<file path="src/design/lgs_pkg.sv">
// Shared types and constants of the life generation stencil unit.
// No dependencies; lgs_judge and the top level import this package.
`timescale 1ns / 1ps
`default_nettype none

package lgs_pkg;

	// Default grid limits, handed to the top-level parameters.
	localparam int DEF_MAX_COLS = 512;
	localparam int DEF_MAX_ROWS = 512;

	// Configuration register layout.
	localparam int CFG_WIDTH = 10;
	localparam logic [CFG_WIDTH-1:0] GRID_COLS_RESET = 10'd300;
	localparam logic [CFG_WIDTH-1:0] GRID_ROWS_RESET = 10'd300;
	localparam logic REG_GRID_COLS = 1'b0;
	localparam logic REG_GRID_ROWS = 1'b1;

	// Smallest grid dimension the logic supports; smaller values act as this.
	localparam int MIN_GRID = 3;

	// Which neighbour groups of the window lie inside the grid.
	typedef struct packed {
		logic top_ok;
		logic bot_ok;
		logic left_ok;
	} lgs_flags_t;

endpackage

`default_nettype wire

</file>
<file path="src/design/lgs_ram.sv">
// Generic single-write, single-read RAM with registered read data.
// Reads return the old contents when the same address is written in that cycle.
`timescale 1ns / 1ps
`default_nettype none

module lgs_ram #(
	parameter int WIDTH = 2,
	parameter int DEPTH = 512
) (
	input  wire logic                     clk,
	input  wire logic                     wr_en,
	input  wire logic [$clog2(DEPTH)-1:0] wr_addr,
	input  wire logic [WIDTH-1:0]         wr_data,
	input  wire logic                     rd_en,
	input  wire logic [$clog2(DEPTH)-1:0] rd_addr,
	output logic      [WIDTH-1:0]         rd_data
);

	logic [WIDTH-1:0] mem_q [DEPTH];

	// Write port and registered read port.
	always_ff @(posedge clk) begin
		if (wr_en) begin
			mem_q[wr_addr] <= wr_data;
		end
		if (rd_en) begin
			rd_data <= mem_q[rd_addr];
		end
	end

endmodule

`default_nettype wire

</file>
<file path="src/design/lgs_col_cell.sv">
// One column cell of the 3x3 window: holds three vertically stacked cells.
// Loads the column from its right-hand neighbor whenever the window shifts.
`timescale 1ns / 1ps
`default_nettype none

module lgs_col_cell (
	input  wire logic       clk,
	input  wire logic       arst_n,
	input  wire logic       shift,
	input  wire logic [2:0] col_in,
	output logic      [2:0] col_out
);

	logic [2:0] col_q;

	// Column register, cleared at reset so an empty window reads as dead.
	always_ff @(posedge clk or negedge arst_n) begin
		if (!arst_n) begin
			col_q <= '0;
		end else if (shift) begin
			col_q <= col_in;
		end
	end

	assign col_out = col_q;

endmodule

`default_nettype wire

</file>
<file path="src/design/lgs_judge.sv">
// Neighbor count and B3/S23 rule for the cell in the middle of the window.
// Depends on lgs_pkg for the edge flag struct.
`timescale 1ns / 1ps
`default_nettype none

module lgs_judge
	import lgs_pkg::*;
(
	input  wire logic       [2:0] left_col,
	input  wire logic       [2:0] mid_col,
	input  wire logic       [2:0] right_col,
	input  wire lgs_flags_t       flags,
	output logic                  next_state,
	output logic            [3:0] count
);

	logic [2:0] row_mask;
	logic [2:0] l_m;
	logic [2:0] m_m;
	logic [2:0] r_m;
	logic       self_alive;

	// Mask out rows and the left column that fall outside the grid.
	always_comb begin
		row_mask = {flags.bot_ok, 1'b1, flags.top_ok};
		l_m = flags.left_ok ? (left_col & row_mask) : 3'b000;
		m_m = mid_col & row_mask & 3'b101;
		r_m = right_col & row_mask;
		self_alive = mid_col[1];
	end

	// Sum of the eight neighbors.
	assign count = 4'(l_m[0]) + 4'(l_m[1]) + 4'(l_m[2])
		+ 4'(m_m[0]) + 4'(m_m[2])
		+ 4'(r_m[0]) + 4'(r_m[1]) + 4'(r_m[2]);

	// Birth on three, survival on two or three.
	assign next_state = self_alive ? ((count == 4'd2) || (count == 4'd3)) : (count == 4'd3);

endmodule

`default_nettype wire

</file>
<file path="src/design/life_generation_stencil_unit.sv">
// Top level of the life generation stencil unit: position counters, line store,
// window cells, rule logic and output register. Depends on lgs_pkg, lgs_ram,
// lgs_col_cell and lgs_judge.
//
//  Channel | Handshake           | Payload
//  --------+---------------------+--------------------------------------------
//  input   | in_valid / in_ready | alive, frame_start
//  output  | out_valid/out_ready | next_alive, neighbour_count, last_cell
//  config  | cfg_valid/cfg_ready | cfg_index, cfg_data (cfg_ready always high)
//
// One item is accepted per clock unless a stalled output holds the pipeline. An
// item is read from the line store at acceptance, combined with the window in
// the next cycle, and its result, if any, is registered when stage one advances.
// The result for a cell belongs to the item accepted grid_cols+1 items after it.
// Reset clears the counters, the window and the pipeline; the line store is not
// cleared. Input is still taken while the result register drains.
`timescale 1ns / 1ps
`default_nettype none

module life_generation_stencil_unit
	import lgs_pkg::*;
#(
	parameter int MAX_COLS = DEF_MAX_COLS,
	parameter int MAX_ROWS = DEF_MAX_ROWS
) (
	input  wire logic                 clk,
	input  wire logic                 arst_n,
	input  wire logic                 in_valid,
	output logic                      in_ready,
	input  wire logic                 alive,
	input  wire logic                 frame_start,
	output logic                      out_valid,
	input  wire logic                 out_ready,
	output logic                      next_alive,
	output logic      [3:0]           neighbour_count,
	output logic                      last_cell,
	input  wire logic                 cfg_valid,
	output logic                      cfg_ready,
	input  wire logic                 cfg_index,
	input  wire logic [CFG_WIDTH-1:0] cfg_data
);

	localparam int CW = $clog2(MAX_COLS);
	localparam int ECW = $clog2(MAX_COLS + 1);
	localparam int RW = $clog2(MAX_ROWS + 3);
	localparam int ROW_CAP = MAX_ROWS + 2;

	logic [CFG_WIDTH-1:0] grid_cols_q;
	logic [CFG_WIDTH-1:0] grid_rows_q;
	logic [31:0]          cols_w;
	logic [31:0]          rows_w;
	logic [ECW-1:0]       cols_eff;
	logic [RW-1:0]        rows_eff;

	logic [RW-1:0]  row_q;
	logic [CW-1:0]  col_q;
	logic [RW-1:0]  r0;
	logic [CW-1:0]  c0;
	logic [ECW-1:0] c1;
	logic [RW-1:0]  row_nx;
	logic [CW-1:0]  col_nx;
	logic           bit0;
	logic           in_acc;

	logic          valid_s1;
	logic          bit_s1;
	logic [RW-1:0] r_s1;
	logic [CW-1:0] c_s1;
	logic          fwd_s1;
	logic [1:0]    fwd_data_s1;
	logic          s1_adv;

	logic [1:0] ram_rd;
	logic [1:0] word;
	logic [1:0] wr_data;
	logic [2:0] new_col;
	logic [2:0] win_left;
	logic [2:0] win_mid;
	logic [2:0] right_col;

	logic          is_c0;
	logic          emit;
	logic          last_w;
	lgs_flags_t    flags;
	logic [RW-1:0] rows_p1;
	logic [RW-1:0] rows_p2;
	logic          next_w;
	logic [3:0]    count_w;

	logic       out_valid_q;
	logic       next_alive_q;
	logic [3:0] count_q;
	logic       last_q;

	// Configuration registers; writes are always taken.
	assign cfg_ready = 1'b1;

	always_ff @(posedge clk or negedge arst_n) begin
		if (!arst_n) begin
			grid_cols_q <= GRID_COLS_RESET;
			grid_rows_q <= GRID_ROWS_RESET;
		end else if (cfg_valid) begin
			unique case (cfg_index)
				REG_GRID_COLS: grid_cols_q <= cfg_data;
				REG_GRID_ROWS: grid_rows_q <= cfg_data;
				default: ;
			endcase
		end
	end

	// Clamp the grid size to the supported range.
	always_comb begin
		cols_w = 32'(grid_cols_q);
		if (cols_w < 32'(MIN_GRID)) begin
			cols_w = 32'(MIN_GRID);
		end else if (cols_w > 32'(MAX_COLS)) begin
			cols_w = 32'(MAX_COLS);
		end
		rows_w = 32'(grid_rows_q);
		if (rows_w < 32'(MIN_GRID)) begin
			rows_w = 32'(MIN_GRID);
		end else if (rows_w > 32'(MAX_ROWS)) begin
			rows_w = 32'(MAX_ROWS);
		end
		cols_eff = cols_w[ECW-1:0];
		rows_eff = rows_w[RW-1:0];
	end

	// Position of the incoming item and of the one after it.
	always_comb begin
		r0 = row_q;
		c0 = col_q;
		if (frame_start) begin
			r0 = '0;
			c0 = '0;
		end else if (ECW'(col_q) >= cols_eff) begin
			c0 = '0;
			if (row_q < RW'(ROW_CAP)) begin
				r0 = row_q + 1'b1;
			end
		end
		c1 = ECW'(c0) + ECW'(1);
		row_nx = r0;
		col_nx = c1[CW-1:0];
		if (c1 >= cols_eff) begin
			col_nx = '0;
			if (r0 < RW'(ROW_CAP)) begin
				row_nx = r0 + 1'b1;
			end
		end
		// Rows past the grid are pads and count as dead.
		bit0 = (r0 < rows_eff) ? alive : 1'b0;
	end

	assign in_ready = !valid_s1 || s1_adv;
	assign in_acc = in_valid && in_ready;
	assign s1_adv = valid_s1 && (!out_valid_q || out_ready);

	always_ff @(posedge clk or negedge arst_n) begin
		if (!arst_n) begin
			row_q <= '0;
			col_q <= '0;
		end else if (in_acc) begin
			row_q <= row_nx;
			col_q <= col_nx;
		end
	end

	// Stage one: item waiting for its line store data.
	always_ff @(posedge clk or negedge arst_n) begin
		if (!arst_n) begin
			valid_s1 <= 1'b0;
			fwd_s1 <= 1'b0;
		end else if (in_acc) begin
			valid_s1 <= 1'b1;
			fwd_s1 <= valid_s1 && (c_s1 == c0);
		end else if (s1_adv) begin
			valid_s1 <= 1'b0;
			fwd_s1 <= 1'b0;
		end
	end

	always_ff @(posedge clk) begin
		if (in_acc) begin
			bit_s1 <= bit0;
			r_s1 <= r0;
			c_s1 <= c0;
			fwd_data_s1 <= wr_data;
		end
	end

	// Line store: bit 1 is the older row, bit 0 the newer row.
	lgs_ram #(
		.WIDTH (2),
		.DEPTH (MAX_COLS)
	) u_line_store (
		.clk     (clk),
		.wr_en   (s1_adv),
		.wr_addr (c_s1),
		.wr_data (wr_data),
		.rd_en   (in_acc),
		.rd_addr (c0),
		.rd_data (ram_rd)
	);

	// Take the column just written if the store read missed it.
	always_comb begin
		word = fwd_s1 ? fwd_data_s1 : ram_rd;
		wr_data = {word[0], bit_s1};
		new_col = {bit_s1, word[0], word[1]};
	end

	// Window: two column cells, fed from the line store column.
	lgs_col_cell u_cell_mid (
		.clk     (clk),
		.arst_n  (arst_n),
		.shift   (s1_adv),
		.col_in  (win_mid),
		.col_out (win_left)
	);

	lgs_col_cell u_cell_new (
		.clk     (clk),
		.arst_n  (arst_n),
		.shift   (s1_adv),
		.col_in  (new_col),
		.col_out (win_mid)
	);

	// Edge flags: at column zero the last cell of the row two back is finished.
	always_comb begin
		rows_p1 = rows_eff + RW'(1);
		rows_p2 = rows_eff + RW'(2);
		is_c0 = (c_s1 == '0);
		if (is_c0) begin
			emit = (r_s1 >= RW'(2)) && (r_s1 < rows_p2);
			flags.top_ok = (r_s1 >= RW'(3));
			flags.bot_ok = (r_s1 < rows_p1);
			flags.left_ok = 1'b1;
			last_w = (r_s1 == rows_p1);
			right_col = 3'b000;
		end else begin
			emit = (r_s1 >= RW'(1)) && (r_s1 < rows_p1);
			flags.top_ok = (r_s1 >= RW'(2));
			flags.bot_ok = (r_s1 < rows_eff);
			flags.left_ok = (c_s1 >= CW'(2));
			last_w = 1'b0;
			right_col = new_col;
		end
	end

	lgs_judge u_judge (
		.left_col   (win_left),
		.mid_col    (win_mid),
		.right_col  (right_col),
		.flags      (flags),
		.next_state (next_w),
		.count      (count_w)
	);

	// Output register.
	always_ff @(posedge clk or negedge arst_n) begin
		if (!arst_n) begin
			out_valid_q <= 1'b0;
		end else if (s1_adv) begin
			out_valid_q <= emit;
		end else if (out_ready) begin
			out_valid_q <= 1'b0;
		end
	end

	always_ff @(posedge clk) begin
		if (s1_adv) begin
			next_alive_q <= next_w;
			count_q <= count_w;
			last_q <= last_w;
		end
	end

	assign out_valid = out_valid_q;
	assign next_alive = next_alive_q;
	assign neighbour_count = count_q;
	assign last_cell = last_q;

endmodule

`default_nettype wire
</file>
<file path="config.mk">
export PLATFORM = sky130hd
export DESIGN_NAME = life_generation_stencil_unit
export DESIGN_NICKNAME = d
export VERILOG_FILES = /design/src/design/lgs_pkg.sv /design/src/design/lgs_ram.sv /design/src/design/lgs_col_cell.sv /design/src/design/lgs_judge.sv /design/src/design/life_generation_stencil_unit.sv
export SDC_FILE = /design/constraint.sdc
export NUM_CORES = 2
export LEC_CHECK = 0
export BUFFER_PORTS_ARGS = -buffer_cell sky130_fd_sc_hd__buf_2
export CAP_MARGIN = 10
export CORE_MARGIN = 2
export CORE_UTILIZATION = 35
export CTS_CLUSTER_DIAMETER = 120
export CTS_CLUSTER_SIZE = 12
export DETAILED_ROUTE_END_ITERATION = 7
export GPL_ROUTABILITY_DRIVEN = 1
export PLACE_DENSITY = 0.51
export SLEW_MARGIN = 20
export SYNTH_ARGS = -nofsm -noshare
export SYNTH_HDL_FRONTEND = slang
export SYNTH_HIERARCHICAL = 1
export SYNTH_SLANG_ARGS = --single-unit
export TNS_END_PERCENT = 10
</file>
<file path="constraint.sdc">
create_clock -name clk -period 10.5 [get_ports clk]
set_input_delay 0 -clock clk [delete_from_list [all_inputs] [get_ports clk]]
set_output_delay 0 -clock clk [all_outputs]
set_load 0.05 [all_outputs]
</file>
==> results.py <==
metrics = {
    "outcome": {
        "outcome": "completed",
    },
    "setup_path": {
        "cp_slowest_cell": "a211oi_1",
        "cp.depth": 20,
        "slowest_delay_ns": 0.94,
        "crit_fanout": 92,
        "crit_path_cell_trace": "or4_1 > nor4_1 > nor2_1 > nor2_1 > ha_1 > nand2b_1 > a2111o_1 > a21oi_1 > buf_4 > nor2b_1 > nand2_1 > inv_1 > nand2_8 > buf_4 > o221ai_1 > o22ai_1 > o21ai_0 > nand4_1 > a211oi_1 > or4_1",
        "cp.required_ns": 11.07,
        "critPathCaptureType": "flip-flop",
        "critPathBufInv": 3,
        "start_kind": "flip-flop",
        "worstPathArrival_ns": 8.50,
        "worstRegToRegCells": 20,
        "path_class": "flip-flop to flip-flop",
        "critPathTopFamily": "simple AND/OR/NAND/NOR gates",
    },
    "floorplan": {
        "core_area_um2": 136000,
        "die_w_um": 374,
        "initial_core_util_pct": 35.3,
        "die_y_um": 374,
        "num_rows": 135,
        "dieArea_um2": 140000,
        "pin_count": 27,
    },
    "global_route": {
        "grtUsageTotal_pct": 18.4,
        "grt_overflow": 0,
        "antenna_found_initial": 1,
        "grt_pass1_vias": 28100,
        "grt_max_degree": 114,
        "grt_pass1_wl_um": 191000,
    },
    "sta": {
        "fmax_mhz": 126,
        "setup_tns_ns": 0,
        "slew_headroom_pct": 24.7,
        "whs_ns": 0.0895,
        "setup_viol": 0,
        "grt_setup_unrepaired": "no",
        "drv_slew": 0,
        "finalClockSkew_ns": 0.0305,
        "fin_crit_sh_pct": 75.5,
        "finalHoldViolCount": 0,
        "layout_min_cycle_time_ns": 7.93,
        "worst_slew_pin_slew_ns": 1.13,
    },
    "clock_network": {
        "cts.path.max_buffers": 3,
        "cts_tree": "yes",
        "hold_buffers": 24,
        "htreeDepth": 3,
        "insertion_delay_ns": 0.70,
        "cts_sinks": 1102,
        "clkTransAtPathRegs_ns": 0.06,
        "cts_inserted_buffers": 102,
        "cts.repair.resized": 0,
        "root_buffer": "clkbuf_16",
        "post_cts_buffers": 0,
    },
    "pwr": {
        "clockPowerShare_pct": 33.4,
        "combPwrFrac_pct": 15.9,
        "p_seq_share_pct": 50.7,
        "p_per_area_nw_per_um2": 192,
        "p_int_uw": 7420,
        "p_switching_uw": 2680,
        "swShare_pct": 26.5,
        "leakagePower_uw": 0.0160,
        "peakVddDrop_mv": 0.116,
    },
    "synth": {
        "synth_warnings": 6,
        "ys_seq_elements": 1102,
        "synth-async-reset-ratio_pct": 4.36,
        "syn-cell-area_um2": 47900,
        "ys_seq_area_share_pct": 68.6,
        "synth_fp_nets": 3260,
        "syn_inst": 3173,
        "synth_edf_count": 1054,
        "avgSynthCellArea_um2": 15.1,
        "synth-main-ff-cell": "edfxtp_1",
        "synthDistinctLibCells": 81,
    },
    "layout": {
        "final_cells": 4981,
        "n_antenna_cell": 0,
        "nets": 3253,
        "drive_above_1_share_pct": 12.5,
        "syn_to_final_growth_pct": 9.97,
    },
    "route": {
        "via_count": 27600,
        "ant_nets": 0,
        "first_pass_iters": 5,
        "post_drt_wl_per_cell_um": 26.2,
        "totalWireLength_um": 131000,
        "drc": 0,
        "first_iter_violations": 2512,
        "viasPerCell": 5.54,
    },
    "placed_design": {
        "gp_congestion": 0.778,
        "dp.cells": 4819,
        "io_buffers": 25,
        "dpl.hpwl_um": 74800,
    },
    "worst_hold_path": {
        "hold_path.class": "input port to flip-flop",
        "hold-path-cell-count": 3,
    },
    "run": {
        "drv_cap": 0,
    },
}
[cell type report]
cell class	instances	area, um2
well taps	1781	2230
inverters	26	97.6
flip-flops and latches	1102	32900
clock buffers	132	2710
fillers	12600	83000
repair buffers	101	793
clock inverters	6	83.8
multi-input cells	1833	13900
[Yosys cell counts, types with 7 or more instances]
master	instances	area, um2
a221oi_1	7	61.3
o221ai_1	110	963
a211oi_1	14	105
mux2_2	32	360
inv_1	23	86.3
o21a_1	10	75.1
buf_2	35	175
nor4_1	20	125
mux2i_1	253	2530
clkbuf_1	108	405
nor2b_1	15	93.8
nor3_1	45	225
xor2_1	8	70.1
buf_4	19	143
buf_1	17	63.8
a21oi_1	60	300
and3_1	11	68.8
nor2_1	580	2180
o21ai_0	73	365
or4_1	7	52.6
nand4_1	17	106
xnor2_1	28	245
nand3_1	37	185
o22ai_1	43	269
mux4_2	128	2880
dfstp_2	8	210
and2_1	22	138
nand2b_1	11	68.8
nand2_1	124	465
dfrtp_1	40	1000
a21o_1	9	67.6
edfxtp_1	1054	31700
ha_1	65	813
or3_1	13	81.3
buf_6	27	304
[layout by cell type, fill, tap and decap left out, types with 23 or more instances in the layout]
cell type / count
mux2i_1: 253
a21oi_1: 60
ha_1: 65
mux2_2: 31
mux4_2: 128
inv_1: 23
o22ai_1: 43
edfxtp_1: 1054
dfrtp_1: 40
xnor2_1: 28
o221ai_1: 110
clkbuf_1: 28
nand2_1: 112
buf_4: 49
nand3_1: 33
o21ai_0: 73
dlygate4sd3_1: 24
clkbuf_16: 104
nor3_1: 45
buf_2: 25
nor2_1: 579
[per-layer routing]
metal | wire length, um | global-route usage (%) | vias up | share of wire (%)
met5 | 0 | 0 | - | 0
met4 | 3240 | 4.83 | 0 | 2.5
met3 | 7450 | 3.20 | 193 | 5.7
met2 | 61700 | 29.5 | 803 | 47
met1 | 58200 | 25.8 | 14400 | 45
li1 | - | - | 12200 | -
[power by group through the flow]
| stage | sequential (uW) | clock, uW | combinational [uW] |
|---|---|---|---|
| final | 5130 | 3370 | 1600 |
| after global routing | 5130 | 3610 | 1750 |
| after CTS | 5130 | 3460 | 1630 |
| after detailed placement | 5220 | 0 | 1620 |
| after global placement | 5220 | 0 | 1620 |
| after floorplan | 5330 | 0 | 1070 |
[cells by family (layout without fill, tap and decap cells)]
logic type	count (synthesis)	count (layout)	synth area share (%)
AOI/OAI and AO/OA	381	381	5.61
xor gates and xnor gates	36	36	0.659
adders and majority gates	69	69	1.87
buffers and inverters	238	265	2.69
DFF	1102	1102	68.6
muxes	413	413	12.1
other	1	1	0.00783
and+or+nand+nor	933	933	8.47
[state kept, by name, summed over array words and instances, names as in the netlist, 2 cells and up]
| register | count |
|---|---|
| u_line_store/mem_q | 1024 |
| grid_cols_q | 10 |
| grid_rows_q | 10 |
| r_s1 | 10 |
| row_q | 10 |
| c_s1 | 9 |
| col_q | 9 |
| neighbour_count | 4 |
| u_cell_mid/col_out | 3 |
| u_cell_new/col_out | 3 |
| fwd_data_s1 | 2 |
| u_line_store/rd_data | 2 |
[final timing paths]
path / startpoint / endpoint / slack [ns]
min in group asynchronous: arst_n / valid_s1$_DFFE_PN0P_ / 0.60
worst min register to register: u_cell_mid/col_out[2]$_DFFE_PN0P_ / u_cell_mid/col_out[2]$_DFFE_PN0P_ / 0.51
worst max register to register: grid_cols_q[2]$_DFFE_PN1P_ / u_line_store/rd_data[0]$_DFFE_PP_ / 2.57
worst min-delay path: cfg_data[2] / grid_rows_q[2]$_DFFE_PN1P_ / 0.09
max in group asynchronous: arst_n / row_q[9]$_DFFE_PN0P_ / 9.44
worst max-delay path: grid_cols_q[2]$_DFFE_PN1P_ / u_line_store/rd_data[0]$_DFFE_PP_ / 2.57
[stage by stage]
step           total power (uW)  setup slack [ns]  utilization (%)  cell area, um2
2_1_floorplan              6400              2.04                -           47900
3_3_place_gp               6840              2.78             36.6           49600
3_5_place_dp               6840              2.63             36.6           49600
4_1_cts                   10200              2.60             38.8           52700
5_1_grt                   10500              2.16             38.8           52700
6_report                  10100              2.57             38.8           52700
[worst register-to-register path: stages, from the launching register on]
cell and delay (ns):
dfstp_2 0.37, or4_1 0.51, nor4_1 0.31, nor2_1 0.07, nor2_1 0.15, ha_1 0.24, nand2b_1 0.14, a2111o_1 0.40
a21oi_1 0.15, buf_4 0.24, nor2b_1 0.60, nand2_1 0.27, inv_1 0.71, nand2_8 0.56, buf_4 0.59, o221ai_1 0.32
o22ai_1 0.14, o21ai_0 0.38, nand4_1 0.49, a211oi_1 0.94, or4_1 0.23
Note: power is estimated with default switching activity, not from simulation.
